===== config.mk =====
export PLATFORM = sky130hd
export DESIGN_NAME = typed_frame_deframer_core
export DESIGN_NICKNAME = d
export VERILOG_FILES = /design/src/rtl/tdf_pkg.sv /design/src/rtl/tdf_parser.sv /design/src/rtl/tdf_out_reg.sv /design/src/rtl/typed_frame_deframer_core.sv
export SDC_FILE = /design/constraint.sdc
export NUM_CORES = 1
export LEC_CHECK = 0
export BUFFER_PORTS_ARGS = -buffer_cell sky130_fd_sc_hd__buf_2
export CAP_MARGIN = 20
export CELL_PAD_IN_SITES_DETAIL_PLACEMENT = 0
export CELL_PAD_IN_SITES_GLOBAL_PLACEMENT = 1
export CORE_MARGIN = 2
export CORE_UTILIZATION = 43
export DETAILED_ROUTE_END_ITERATION = 10
export GPL_TIMING_DRIVEN = 1
export MAX_ROUTING_LAYER = met4
export PLACE_DENSITY = 0.87
export SLEW_MARGIN = 20
export SYNTH_ARGS = -nofsm -noshare
export SYNTH_HDL_FRONTEND = slang
export SYNTH_HIERARCHICAL = 1
export SYNTH_SLANG_ARGS = --single-unit

===== constraint.sdc =====
create_clock -name i_clk -period 3 [get_ports i_clk]
set_clock_uncertainty 0.05 [all_clocks]
set_input_delay 0.3 -clock i_clk [delete_from_list [all_inputs] [get_ports i_clk]]
set_output_delay 0.3 -clock i_clk [all_outputs]
set_load 0.02 [all_outputs]

===== src/rtl/tdf_pkg.sv =====
`timescale 1ns / 1ps
`default_nettype none
// ----------------------------------------------------------------------------
// Typed frame deframer package
// Shared widths, codes, types and decode functions of the deframer.
// ----------------------------------------------------------------------------
package tdf_pkg;

    localparam int BYTE_W = 8;
    localparam int KIND_W = 3;
    localparam int POS_W  = 6;

    localparam logic [BYTE_W-1:0] HDR_BYTE = 8'hAA;

    localparam logic [BYTE_W-1:0] TYPE_ECG   = 8'h06;
    localparam logic [BYTE_W-1:0] TYPE_HR    = 8'h12;
    localparam logic [BYTE_W-1:0] TYPE_RESP  = 8'h03;
    localparam logic [BYTE_W-1:0] TYPE_TEMP  = 8'h05;
    localparam logic [BYTE_W-1:0] TYPE_ACCEL = 8'h02;

    localparam logic [KIND_W-1:0] KIND_ECG   = 3'd0;
    localparam logic [KIND_W-1:0] KIND_HR    = 3'd1;
    localparam logic [KIND_W-1:0] KIND_RESP  = 3'd2;
    localparam logic [KIND_W-1:0] KIND_TEMP  = 3'd3;
    localparam logic [KIND_W-1:0] KIND_ACCEL = 3'd4;

    // Position of the type byte, the first byte that produces a result.
    localparam logic [POS_W-1:0] POS_TYPE = 6'd2;

    typedef enum logic [1:0] {
        ST_HUNT_FIRST,
        ST_HUNT_SECOND,
        ST_TYPE,
        ST_FRAME
    } t_state;

    typedef struct packed {
        logic              known;
        logic [KIND_W-1:0] kind;
    } t_type_dec;

    typedef struct packed {
        logic [KIND_W-1:0] kind;
        logic [BYTE_W-1:0] data;
        logic [POS_W-1:0]  index;
        logic              last;
    } t_result;

    function automatic t_type_dec decode_type(input logic [BYTE_W-1:0] t);
        t_type_dec d;
        d.known = 1'b1;
        case (t)
            TYPE_ECG:   d.kind = KIND_ECG;
            TYPE_HR:    d.kind = KIND_HR;
            TYPE_RESP:  d.kind = KIND_RESP;
            TYPE_TEMP:  d.kind = KIND_TEMP;
            TYPE_ACCEL: d.kind = KIND_ACCEL;
            default: begin
                d.known = 1'b0;
                d.kind  = KIND_ECG;
            end
        endcase
        return d;
    endfunction

    // Final byte position of a frame: total length minus one.
    function automatic logic [POS_W-1:0] final_pos(input logic [KIND_W-1:0] kind);
        logic [POS_W-1:0] p;
        case (kind)
            KIND_ECG:  p = 6'd33;
            KIND_HR:   p = 6'd9;
            KIND_RESP: p = 6'd5;
            KIND_TEMP: p = 6'd13;
            default:   p = 6'd4;
        endcase
        return p;
    endfunction

endpackage
`default_nettype wire


===== src/rtl/tdf_parser.sv =====
`timescale 1ns / 1ps
`default_nettype none
// ----------------------------------------------------------------------------
// Typed frame deframer parser
// Header hunt and frame tracking state; builds the result word for a byte.
// ----------------------------------------------------------------------------
module tdf_parser (
    input  wire logic                      i_clk,
    input  wire logic                      i_rst_n,
    input  wire logic                      i_advance,
    input  wire logic [tdf_pkg::BYTE_W-1:0] i_byte,
    output tdf_pkg::t_result               o_res,
    output logic                           o_res_valid
);

    tdf_pkg::t_state                r_state, n_state;
    logic [tdf_pkg::KIND_W-1:0]     r_kind, n_kind;
    logic [tdf_pkg::POS_W-1:0]      r_pos, n_pos;

    tdf_pkg::t_type_dec             dec;
    logic                           at_last;

    assign dec     = tdf_pkg::decode_type(i_byte);
    assign at_last = (r_pos >= tdf_pkg::final_pos(r_kind));

    // Next state.
    always_comb begin
        n_state = r_state;
        n_kind  = r_kind;
        n_pos   = r_pos;
        if (i_advance) begin
            case (r_state)
                tdf_pkg::ST_HUNT_FIRST: begin
                    if (i_byte == tdf_pkg::HDR_BYTE) n_state = tdf_pkg::ST_HUNT_SECOND;
                end
                tdf_pkg::ST_HUNT_SECOND: begin
                    n_state = (i_byte == tdf_pkg::HDR_BYTE) ? tdf_pkg::ST_TYPE
                                                             : tdf_pkg::ST_HUNT_FIRST;
                end
                tdf_pkg::ST_TYPE: begin
                    if (dec.known) begin
                        n_state = tdf_pkg::ST_FRAME;
                        n_kind  = dec.kind;
                        n_pos   = tdf_pkg::POS_TYPE + 6'd1;
                    end else begin
                        n_state = tdf_pkg::ST_HUNT_FIRST;
                    end
                end
                tdf_pkg::ST_FRAME: begin
                    if (at_last) begin
                        n_state = tdf_pkg::ST_HUNT_FIRST;
                        n_pos   = tdf_pkg::POS_TYPE;
                    end else begin
                        n_pos = r_pos + 6'd1;
                    end
                end
                default: n_state = tdf_pkg::ST_HUNT_FIRST;
            endcase
        end
    end

    // Result for the byte currently presented.
    always_comb begin
        o_res.data  = i_byte;
        o_res_valid = 1'b0;
        o_res.kind  = r_kind;
        o_res.index = r_pos;
        o_res.last  = 1'b0;
        case (r_state)
            tdf_pkg::ST_TYPE: begin
                o_res_valid = dec.known;
                o_res.kind  = dec.kind;
                o_res.index = tdf_pkg::POS_TYPE;
            end
            tdf_pkg::ST_FRAME: begin
                o_res_valid = 1'b1;
                o_res.last  = at_last;
            end
            default: o_res_valid = 1'b0;
        endcase
    end

    always_ff @(posedge i_clk) begin
        if (!i_rst_n) begin
            r_state <= tdf_pkg::ST_HUNT_FIRST;
            r_kind  <= tdf_pkg::KIND_ECG;
            r_pos   <= tdf_pkg::POS_TYPE;
        end else begin
            r_state <= n_state;
            r_kind  <= n_kind;
            r_pos   <= n_pos;
        end
    end

endmodule
`default_nettype wire


===== src/rtl/tdf_out_reg.sv =====
`timescale 1ns / 1ps
`default_nettype none
// ----------------------------------------------------------------------------
// Typed frame deframer output register
// Holds one result word until the downstream side takes it.
// ----------------------------------------------------------------------------
module tdf_out_reg (
    input  wire logic              i_clk,
    input  wire logic              i_rst_n,
    input  wire logic              i_load,
    input  wire tdf_pkg::t_result  i_res,
    input  wire logic              i_stall,
    output logic                   o_busy,
    output logic                   o_valid,
    output tdf_pkg::t_result       o_res
);

    logic             r_valid;
    tdf_pkg::t_result r_res;

    // A held word blocks a new load only while downstream stalls.
    assign o_busy  = r_valid && i_stall;
    assign o_valid = r_valid;
    assign o_res   = r_res;

    always_ff @(posedge i_clk) begin
        if (!i_rst_n) begin
            r_valid <= 1'b0;
        end else if (i_load) begin
            r_valid <= 1'b1;
        end else if (!i_stall) begin
            r_valid <= 1'b0;
        end
    end

    always_ff @(posedge i_clk) begin
        if (i_load) begin
            r_res <= i_res;
        end
    end

endmodule
`default_nettype wire


===== src/rtl/typed_frame_deframer_core.sv =====
`timescale 1ns / 1ps
`default_nettype none
// ----------------------------------------------------------------------------
// Typed frame deframer core
// Finds 0xAA 0xAA <type> frames in a byte stream and emits tagged frame bytes.
// ----------------------------------------------------------------------------
// One byte is accepted per clock when downstream keeps up. A byte is captured
// in an input register, decoded against the frame state, and its result word
// (if any) lands in the output register. Header bytes and rejected bytes
// produce no word. The only backpressure path is a full, stalled output
// register holding up the input register.
module typed_frame_deframer_core (
    input  wire logic                       i_clk,
    input  wire logic                       i_rst_n,
    input  wire logic                       i_valid,
    input  wire logic [tdf_pkg::BYTE_W-1:0] i_rx_byte,
    output logic                            o_stall,
    output logic                            o_valid,
    input  wire logic                       i_stall,
    output logic [tdf_pkg::KIND_W-1:0]      o_frame_kind,
    output logic [tdf_pkg::BYTE_W-1:0]      o_data_byte,
    output logic [tdf_pkg::POS_W-1:0]       o_byte_index,
    output logic                            o_last_of_frame
);

    logic                       r_in_valid;
    logic [tdf_pkg::BYTE_W-1:0] r_in_byte;

    tdf_pkg::t_result           res;
    logic                       res_valid;
    logic                       out_busy;
    logic                       advance;
    tdf_pkg::t_result           out_res;

    // A byte without a result never waits on the output register.
    assign advance = r_in_valid && !(res_valid && out_busy);
    assign o_stall = r_in_valid && !advance;

    always_ff @(posedge i_clk) begin
        if (!i_rst_n) begin
            r_in_valid <= 1'b0;
        end else if (!o_stall) begin
            r_in_valid <= i_valid;
        end
    end

    always_ff @(posedge i_clk) begin
        if (i_valid && !o_stall) begin
            r_in_byte <= i_rx_byte;
        end
    end

    tdf_parser u_parser (
        .i_clk       (i_clk),
        .i_rst_n     (i_rst_n),
        .i_advance   (advance),
        .i_byte      (r_in_byte),
        .o_res       (res),
        .o_res_valid (res_valid)
    );

    tdf_out_reg u_out (
        .i_clk   (i_clk),
        .i_rst_n (i_rst_n),
        .i_load  (advance && res_valid),
        .i_res   (res),
        .i_stall (i_stall),
        .o_busy  (out_busy),
        .o_valid (o_valid),
        .o_res   (out_res)
    );

    assign o_frame_kind    = out_res.kind;
    assign o_data_byte     = out_res.data;
    assign o_byte_index    = out_res.index;
    assign o_last_of_frame = out_res.last;

endmodule
`default_nettype wire


==> reports/metrics.yaml, run 1 <==
finish:
  final-instance-count-excl-fill: 239
  drive_above_1_share_pct: 24.87
  net_count_final: 205
  synthToLayoutAreaGrowth_pct: 12.95
  antenna-diode-count: 0
timing:
  timing_limited_maximum_frequency_mhz: 394.7
  fin_tns_setup_ns: 0
  max-slew-margin-rel_pct: 56.18
  final.min_clock_period_ns: 2.533
  final-max-slew-violation-count: 0
  postLayoutSetupSlackWorst_ns: 0.4666
  layout_worst_path_cycle_share_pct: 84.45
  grt_setup_unrepaired: "no"
  whs_ns: 0.1396
  worstMarginPinSlew_ns: 0.6559
  finalHoldViolCount: 0
  finalSetupViolations: 0
cts:
  cts_resized: 0
  tritoncts.num_buffers: 5
  cts_hold_repair.buffers: 0
  clk_latency_ns: 0.28
  cts_tree: "yes"
  post-cts-setup-buffer-count: 0
  clock_slew_seen_by_the_registers_of_the_worst_setup_and_hold_paths_ns: 0.07
  tritoncts_num_sinks: 39
  clock_tree_root_driver_cell: "sky130_fd_sc_hd__clkbuf_8"
  cts_htree_levels: 2
  cts-root-to-sink-buffers: 2
critical_path:
  timing.critical_path.arrival_ns: 2.69
  crit_path_end_kind: "flop"
  worstPathCellList: "maj3_1 -> o211ai_1 -> and3_1 -> a21boi_0 -> inv_1 -> or3_1 -> a2bb2oi_1 -> a31oi_1"
  cpPeakStageDelay_ns: 0.46
  critPathMaxFanout: 8
  critPathKind: "reg2reg"
  worst-endpoint-required_ns: 3.16
  timing.critical_path.from_type: "flop"
  timing.critical_path.slowest_stage_cell: "sky130_fd_sc_hd__edfxtp_1"
global_routing:
  overflow: 0
  grt_start_max_net_pins: 19
  grt_busiest_layer: "met2"
  gr-usage-all-layers_pct: 15.01
  grt_antenna_before_repair: 0
  grt.met1_usage_pct: 18.16
  grt_first_pass_wirelength_mm: 5.582
  use_met3_pct: 4.506
  grt_pass1_vias: 1228
  grtUsageMet2_pct: 24.57
pwr:
  intPower_uw: 757.2
  power.density_nw_per_um2: 460.7
  swShare_pct: 21.16
  pwr-share-clk_pct: 35.2
  total_switching_power_uw: 203.3
  irDropWorstVdd_uv: 392.5
  seq_power_share_pct: 61.6
  power_frac_comb_pct: 3.2
  p_leak_uw: 0.0007622
place:
  numPortBuffers: 31
  dp_slack_ns: 0.5746
  dp_wirelength_mm: 2.455
  place.detailed.instances: 231
  place.gp.congestion: 0.8695
routing:
  wirelength_mm: 3.382
  wl_per_cell_um: 14.15
  drt_iter0_drc: 87
  avgViaCountPerCell: 5.377
  vias: 1285
  route.detailed.drc: 0
  drt-pass1-iter-count: 4
  postRouteAntennaNets: 0
die:
  ios: 32
  start_util_pct: 45.48
  die-area_um2: 4832
  die_height_um: 69.51
  std_cell_rows: 23
  die_x_um: 69.51
  placeableCoreArea_um2: 4058
synth:
  synthFlopType: "sky130_fd_sc_hd__edfxtp_1"
  postSynthRegisterBits: 39
  mappedNetlistNets: 177
  postSynthCellCount: 160
  synth_warnings: 6
  synth.cell_area_um2: 1846
  synth_area_per_cell_um2: 11.53
  count_of_different_cell_masters_after_synthesis: 48
  synth_async_sr_flop_share_pct: 0
  synth.yosys.seq_area_share_pct: 56.41
  synth_enable_flop_cells: 26
run_status:
  run_status: "complete, no violations"
job:
  max_cap_violations: 0
worst_hold_path:
  min_path_type: "in2reg"
==> power by group through the flow <==
stage          combinational [uW]  sequential (uW)  clock (uW)
4_1_cts                      30.9              592         348
5_1_grt                      34.9              593         370
3_3_place_gp                 29.9              603           0
6_report                     30.8              592         338
2_1_floorplan                29.6              601           0
3_5_place_dp                 30.7              604           0
==> cell families (layout without fill, tap and decap cells) <==
logic type | Yosys count | after routing | share of synthesized area (%)
DFF | 39 | 39 | 56.41
AOI/OAI and AO/OA | 27 | 27 | 11.05
xor gates and xnor gates | 1 | 1 | 0.4747
adders and majority gates | 6 | 6 | 3.932
buffers and inverters | 17 | 46 | 5.085
muxes | 5 | 5 | 2.847
and+or+nand+nor | 65 | 65 | 20.20
==> layer usage <==
| layer | routed length (um) | part of all wire [%] | vias to the layer above |
|---|---|---|---|
| li1 | - | - | 634 |
| met1 | 1506 | 45 | 618 |
| met2 | 1718 | 51 | 31 |
| met3 | 140 | 4.1 | 2 |
| met4 | 17 | 0.50 | 0 |
| met5 | 0 | 0 | - |
==> cells in the final DEF, fill, tap and decap left out, types with 3 or more instances in the layout <==
master,synthesis,final
sky130_fd_sc_hd__and2_1,6,6
sky130_fd_sc_hd__buf_2,0,31
sky130_fd_sc_hd__clkbuf_8,0,5
sky130_fd_sc_hd__dfxtp_1,13,13
sky130_fd_sc_hd__edfxtp_1,26,26
sky130_fd_sc_hd__ha_1,5,5
sky130_fd_sc_hd__inv_1,6,6
sky130_fd_sc_hd__mux2i_1,3,3
sky130_fd_sc_hd__nand2_1,18,18
sky130_fd_sc_hd__nand2b_1,3,3
sky130_fd_sc_hd__nand3_1,6,6
sky130_fd_sc_hd__nor2_1,9,9
sky130_fd_sc_hd__o211ai_1,5,5
sky130_fd_sc_hd__o21a_1,3,3
sky130_fd_sc_hd__o21ai_0,8,8
==> per-stage QoR <==
step,area (um^2),total power (uW),utilization (%)
finish,2085,960.4,51.37
global route,2085,998.1,51.37
CTS,2085,970.8,51.37
detailed placement,1999,634.6,49.28
global placement,1999,632.7,49.28
floorplan,1846,630.6,-
==> path summary, 6_finish.rpt <==
| check | cells past startpoint | endpoint | slack (ns) | startpoint |
|---|---|---|---|---|
| setup reg to reg | 8 | u_parser/r_state[1] | 0.47 | r_in_byte[2] |
| hold reg to reg | 0 | u_out/o_res[10] | 0.42 | r_in_byte[3] |
| hold / removal | 1 | r_in_byte[3] | 0.14 | i_rx_byte[3] |
| setup / recovery | 8 | u_parser/r_state[1] | 0.47 | r_in_byte[2] |
==> worst max-delay path: cells and delay by family (launching register included) <==
family          cells  cell delay (ns)
flops               1             0.46
fa+ha+maj           1             0.25
simple gates        2             0.60
compound gates      4             0.86
buf+inv             1             0.25
==> Yosys cell counts, types with 3 or more instances <==
cell type	number	area share [%]
sky130_fd_sc_hd__nand2b_1	3	1.0
sky130_fd_sc_hd__mux2i_1	3	1.6
sky130_fd_sc_hd__o211ai_1	5	2.0
sky130_fd_sc_hd__nand2_1	18	3.7
sky130_fd_sc_hd__inv_1	6	1.2
sky130_fd_sc_hd__ha_1	5	3.4
sky130_fd_sc_hd__nand3_1	6	1.6
sky130_fd_sc_hd__dfxtp_1	13	14
sky130_fd_sc_hd__o21a_1	3	1.2
sky130_fd_sc_hd__o21ai_0	8	2.2
sky130_fd_sc_hd__buf_4	8	3.3
sky130_fd_sc_hd__nor2_1	9	1.8
sky130_fd_sc_hd__and2_1	6	2.0
sky130_fd_sc_hd__edfxtp_1	26	42
sky130_fd_sc_hd__clkbuf_1	3	0.61
==> registers in the layout (all words and copies together), names as in the netlist <==
register,flops
r_in_valid,1
u_out/o_res,18
u_parser/r_kind,3
r_in_byte,8
u_parser/r_pos,6
u_out/o_valid,1
u_parser/r_state,2
==> layout make-up <==
| type | instances | area (um^2) |
|---|---|---|
| tap | 50 | 62.56 |
| timing repair buffer | 32 | 162.7 |
| clock inverter | 2 | 12.51 |
| inverter | 6 | 22.52 |
| sequential | 39 | 1041 |
| multi-input combinational | 104 | 710.7 |
| clock buffer | 6 | 72.57 |
| fill | 359 | 1973 |
(Power assumes the default switching activity.)
==> inputs of run 2 (changes only) <==
==> constraint.sdc (replaced) <==
create_clock -name i_clk -period 2.46 [get_ports i_clk]
set_clock_uncertainty 0.05 [all_clocks]
set_input_delay 0.246 -clock i_clk [delete_from_list [all_inputs] [get_ports i_clk]]
set_output_delay 0.246 -clock i_clk [all_outputs]
set_load 0.02 [all_outputs]
==> run 2 against run 1 <==
Net effect: register-to-register slack got worse by 0.34 ns; sequential cell count unchanged; cell count is 0.84% higher; sequential power is 22% higher; critical path depth fell by 3; worst hold slack worse by 0.067 ns; wire length increased by 5.3%; count of clock-buffer cells in the layout unchanged; clock power grew 25%; non-clock buffer count grew 2; die area stayed put; sequential share of layout area decreased by 0.88 points.
==> reports/metrics.yaml, run 2 (same netlist as run 1, synthesis figures left out) <==
place:
  numPortBuffers: 31  # unchanged
  place.gp.congestion: 0.8435  # -3.0%
  dp_wirelength_mm: 2.589  # +5.5%
  place_area_um2: 2014  # +0.75%
routing:
  drt_iter0_drc: 77  # -11%
  vias: 1287  # +0.16%
  postRouteAntennaNets: 0  # unchanged
  wirelength_mm: 3.562  # +5.3%
  route.detailed.drc: 0  # unchanged
  drt-pass1-iter-count: 4  # unchanged
  wl_per_cell_um: 14.78  # +4.4%
  avgViaCountPerCell: 5.340  # -0.68%
critical_path:
  worst_setup_path_startpoint: "r_in_byte[0]"
  worstPathCellList: "maj3_1 -> o211ai_1 -> and3_1 -> and3_4 -> buf_2"
  cpLargestDelayFamily: "flip-flops"
  timing.critical_path.arrival_ns: 2.05  # -0.64 ns
  timing.critical_path.from_type: "flop"
  critPathKind: "reg2out"
  cpPeakStageDelay_ns: 0.48  # +0.02 ns
  cp_num_buf_inv: 1  # unchanged
  r2r_setup_slack_ns: 0.13  # -0.34 ns
  worst_r2r_startpoint: "u_parser/r_kind[1]"
  critPathMaxFanout: 7  # -1
  crit_end: "o_stall"
  timing.rr.end: "u_parser/r_pos[1]"
  timing.critical_path.slowest_stage_cell: "sky130_fd_sc_hd__edfxtp_1"
  critical_path_cell_count: 5  # -3
  worst-endpoint-required_ns: 2.16  # -1.00 ns
  crit_path_end_kind: "primary output"
  worstRegToRegCells: 6  # -2
die:
  ios: 32  # unchanged
  std_cell_rows: 23  # unchanged
  die_x_um: 69.51  # unchanged
  die-area_um2: 4832  # unchanged
  placeableCoreArea_um2: 4058  # unchanged
  die_height_um: 69.51  # unchanged
  start_util_pct: 45.48  # unchanged
global_routing:
  use_met3_pct: 4.797  # +0.29 points
  grt_busiest_layer: "met2"
  grt.met1_usage_pct: 19.55  # +1.4 points
  grt_antenna_before_repair: 0  # unchanged
  grt_start_max_net_pins: 17  # -2
  grt_pass1_vias: 1290  # +5.0%
  grtUsageMet2_pct: 27.03  # +2.5 points
  gr-usage-all-layers_pct: 16.66  # +1.6 points
  overflow: 0  # unchanged
  grt_first_pass_wirelength_mm: 6.113  # +9.5%
job:
  max_cap_violations: 0  # unchanged
timing:
  finalSetupViolations: 0  # unchanged
  whs_ns: 0.07246  # -0.06716 ns
  final.min_clock_period_ns: 2.349
  layout_worst_path_cycle_share_pct: 95.47
  timing_limited_maximum_frequency_mhz: 425.8
  max-slew-margin-rel_pct: 55.64  # -0.54 points
  final-max-slew-violation-count: 0  # unchanged
  worstMarginPinSlew_ns: 0.6641  # +0.008116 ns
  fin_tns_setup_ns: 0  # unchanged
  finalHoldViolCount: 0  # unchanged
finish:
  drive_above_1_share_pct: 27.23  # +2.4 points
  final_area_um2: 2122  # +1.8%
  most_frequent_cells_in_the_layout: "31 x sky130_fd_sc_hd__buf_2, 26 x sky130_fd_sc_hd__edfxtp_1, 18 x sky130_fd_sc_hd__nand2_1"
  net_count_final: 207  # +0.98%
  layout.cells.most_common: "sky130_fd_sc_hd__buf_2"
  largest_register_ff_count: 18  # unchanged
  fillers: 377  # +5.0%
  antenna-diode-count: 0  # unchanged
  synthToLayoutAreaGrowth_pct: 14.98
pwr:
  p_leak_uw: 0.0007848  # +3.0%
  intPower_uw: 927.2  # +22%
  pwr-share-clk_pct: 35.5  # +0.3 points
  power_frac_comb_pct: 3.6  # +0.4 points
  swShare_pct: 21.80  # +0.63 points
  irDropWorstVdd_uv: 310.0  # -21%
  seq_power_share_pct: 60.9  # -0.7 points
  power.density_nw_per_um2: 558.7  # +21%
  total_switching_power_uw: 258.4  # +27%
cts:
  tritoncts.num_buffers: 5  # unchanged
  clock_tree_root_driver_cell: "sky130_fd_sc_hd__clkbuf_8"
  cts-root-to-sink-buffers: 2  # unchanged
  tritoncts_num_sinks: 39  # unchanged
  cts_htree_levels: 2  # unchanged
  clock_slew_seen_by_the_registers_of_the_worst_setup_and_hold_paths_ns: 0.08  # about the same
  cts_tree: "yes"
  clk_latency_ns: 0.29  # about the same
  cts_hold_repair.buffers: 0  # unchanged
worst_hold_path:
  min_path_type: "in2reg"
run_status:
  run_status: "complete, no violations"
-- run 2: cell types whose count changed in the layout (fill, tap and decap cells not counted), sizes merged --
cell / delta
buf: +2
-- run 2: power by group through the flow --
stage                     clock (uW)  combinational, uW  sequential (uW)
after CTS                        435               38.6              721
after floorplan                    0               36.1              733
after detailed placement           0               38.4              736
after global routing             468               48.5              724
after global placement             0               36.6              735
final                            421               43.2              722
-- run 2: what timing repair did --
action                                  CTS  global route
setup buffers                             0             2
endpoints found under the setup margin    0             9
resized for setup                         0             3
-- run 2: final cells by class --
cell class / count / area [um^2] / share of cell area (%)
clock inverters: 2 / 12.51 / 0.5896
clock buffers: 6 / 72.57 / 3.420
flip-flops and latches: 39 / 1041 / 49.06
multi-input cells: 104 / 720.7 / 33.96
inverters: 6 / 22.52 / 1.061
well taps: 50 / 62.56 / 2.948
repair buffers: 34 / 190.2 / 8.962
-- run 2: per-layer routing --
| metal | wire length [um] | up-vias |
|---|---|---|
| li1 | - | 642 |
| met1 | 1546 | 598 |
| met2 | 1779 | 41 |
| met3 | 174 | 6 |
| met4 | 63 | 0 |
| met5 | 0 | - |
-- run 2: worst min path at each step --
stage,startpoint,to,cells past startpoint
finish,i_rx_byte[7],r_in_byte[7],1
global route,i_rx_byte[2],r_in_byte[2],1
global placement,i_rx_byte[7],r_in_byte[7],1
detailed placement,i_rx_byte[4],r_in_byte[4],1
CTS,i_rx_byte[7],r_in_byte[7],1
floorplan,i_rx_byte[0],r_in_byte[0],0
-- run 2: per-stage QoR --
stage               util (%)  setup slack (ns)  std cells  total power [uW]
floorplan                  -            0.1665        160             769.0
global placement       49.65            0.1854        231             771.9
detailed placement     49.65           0.07724        231             774.5
CTS                    51.74           0.02972        239              1194
global route           52.30          -0.01008        241              1240
finish                 52.30            0.1114        241              1186
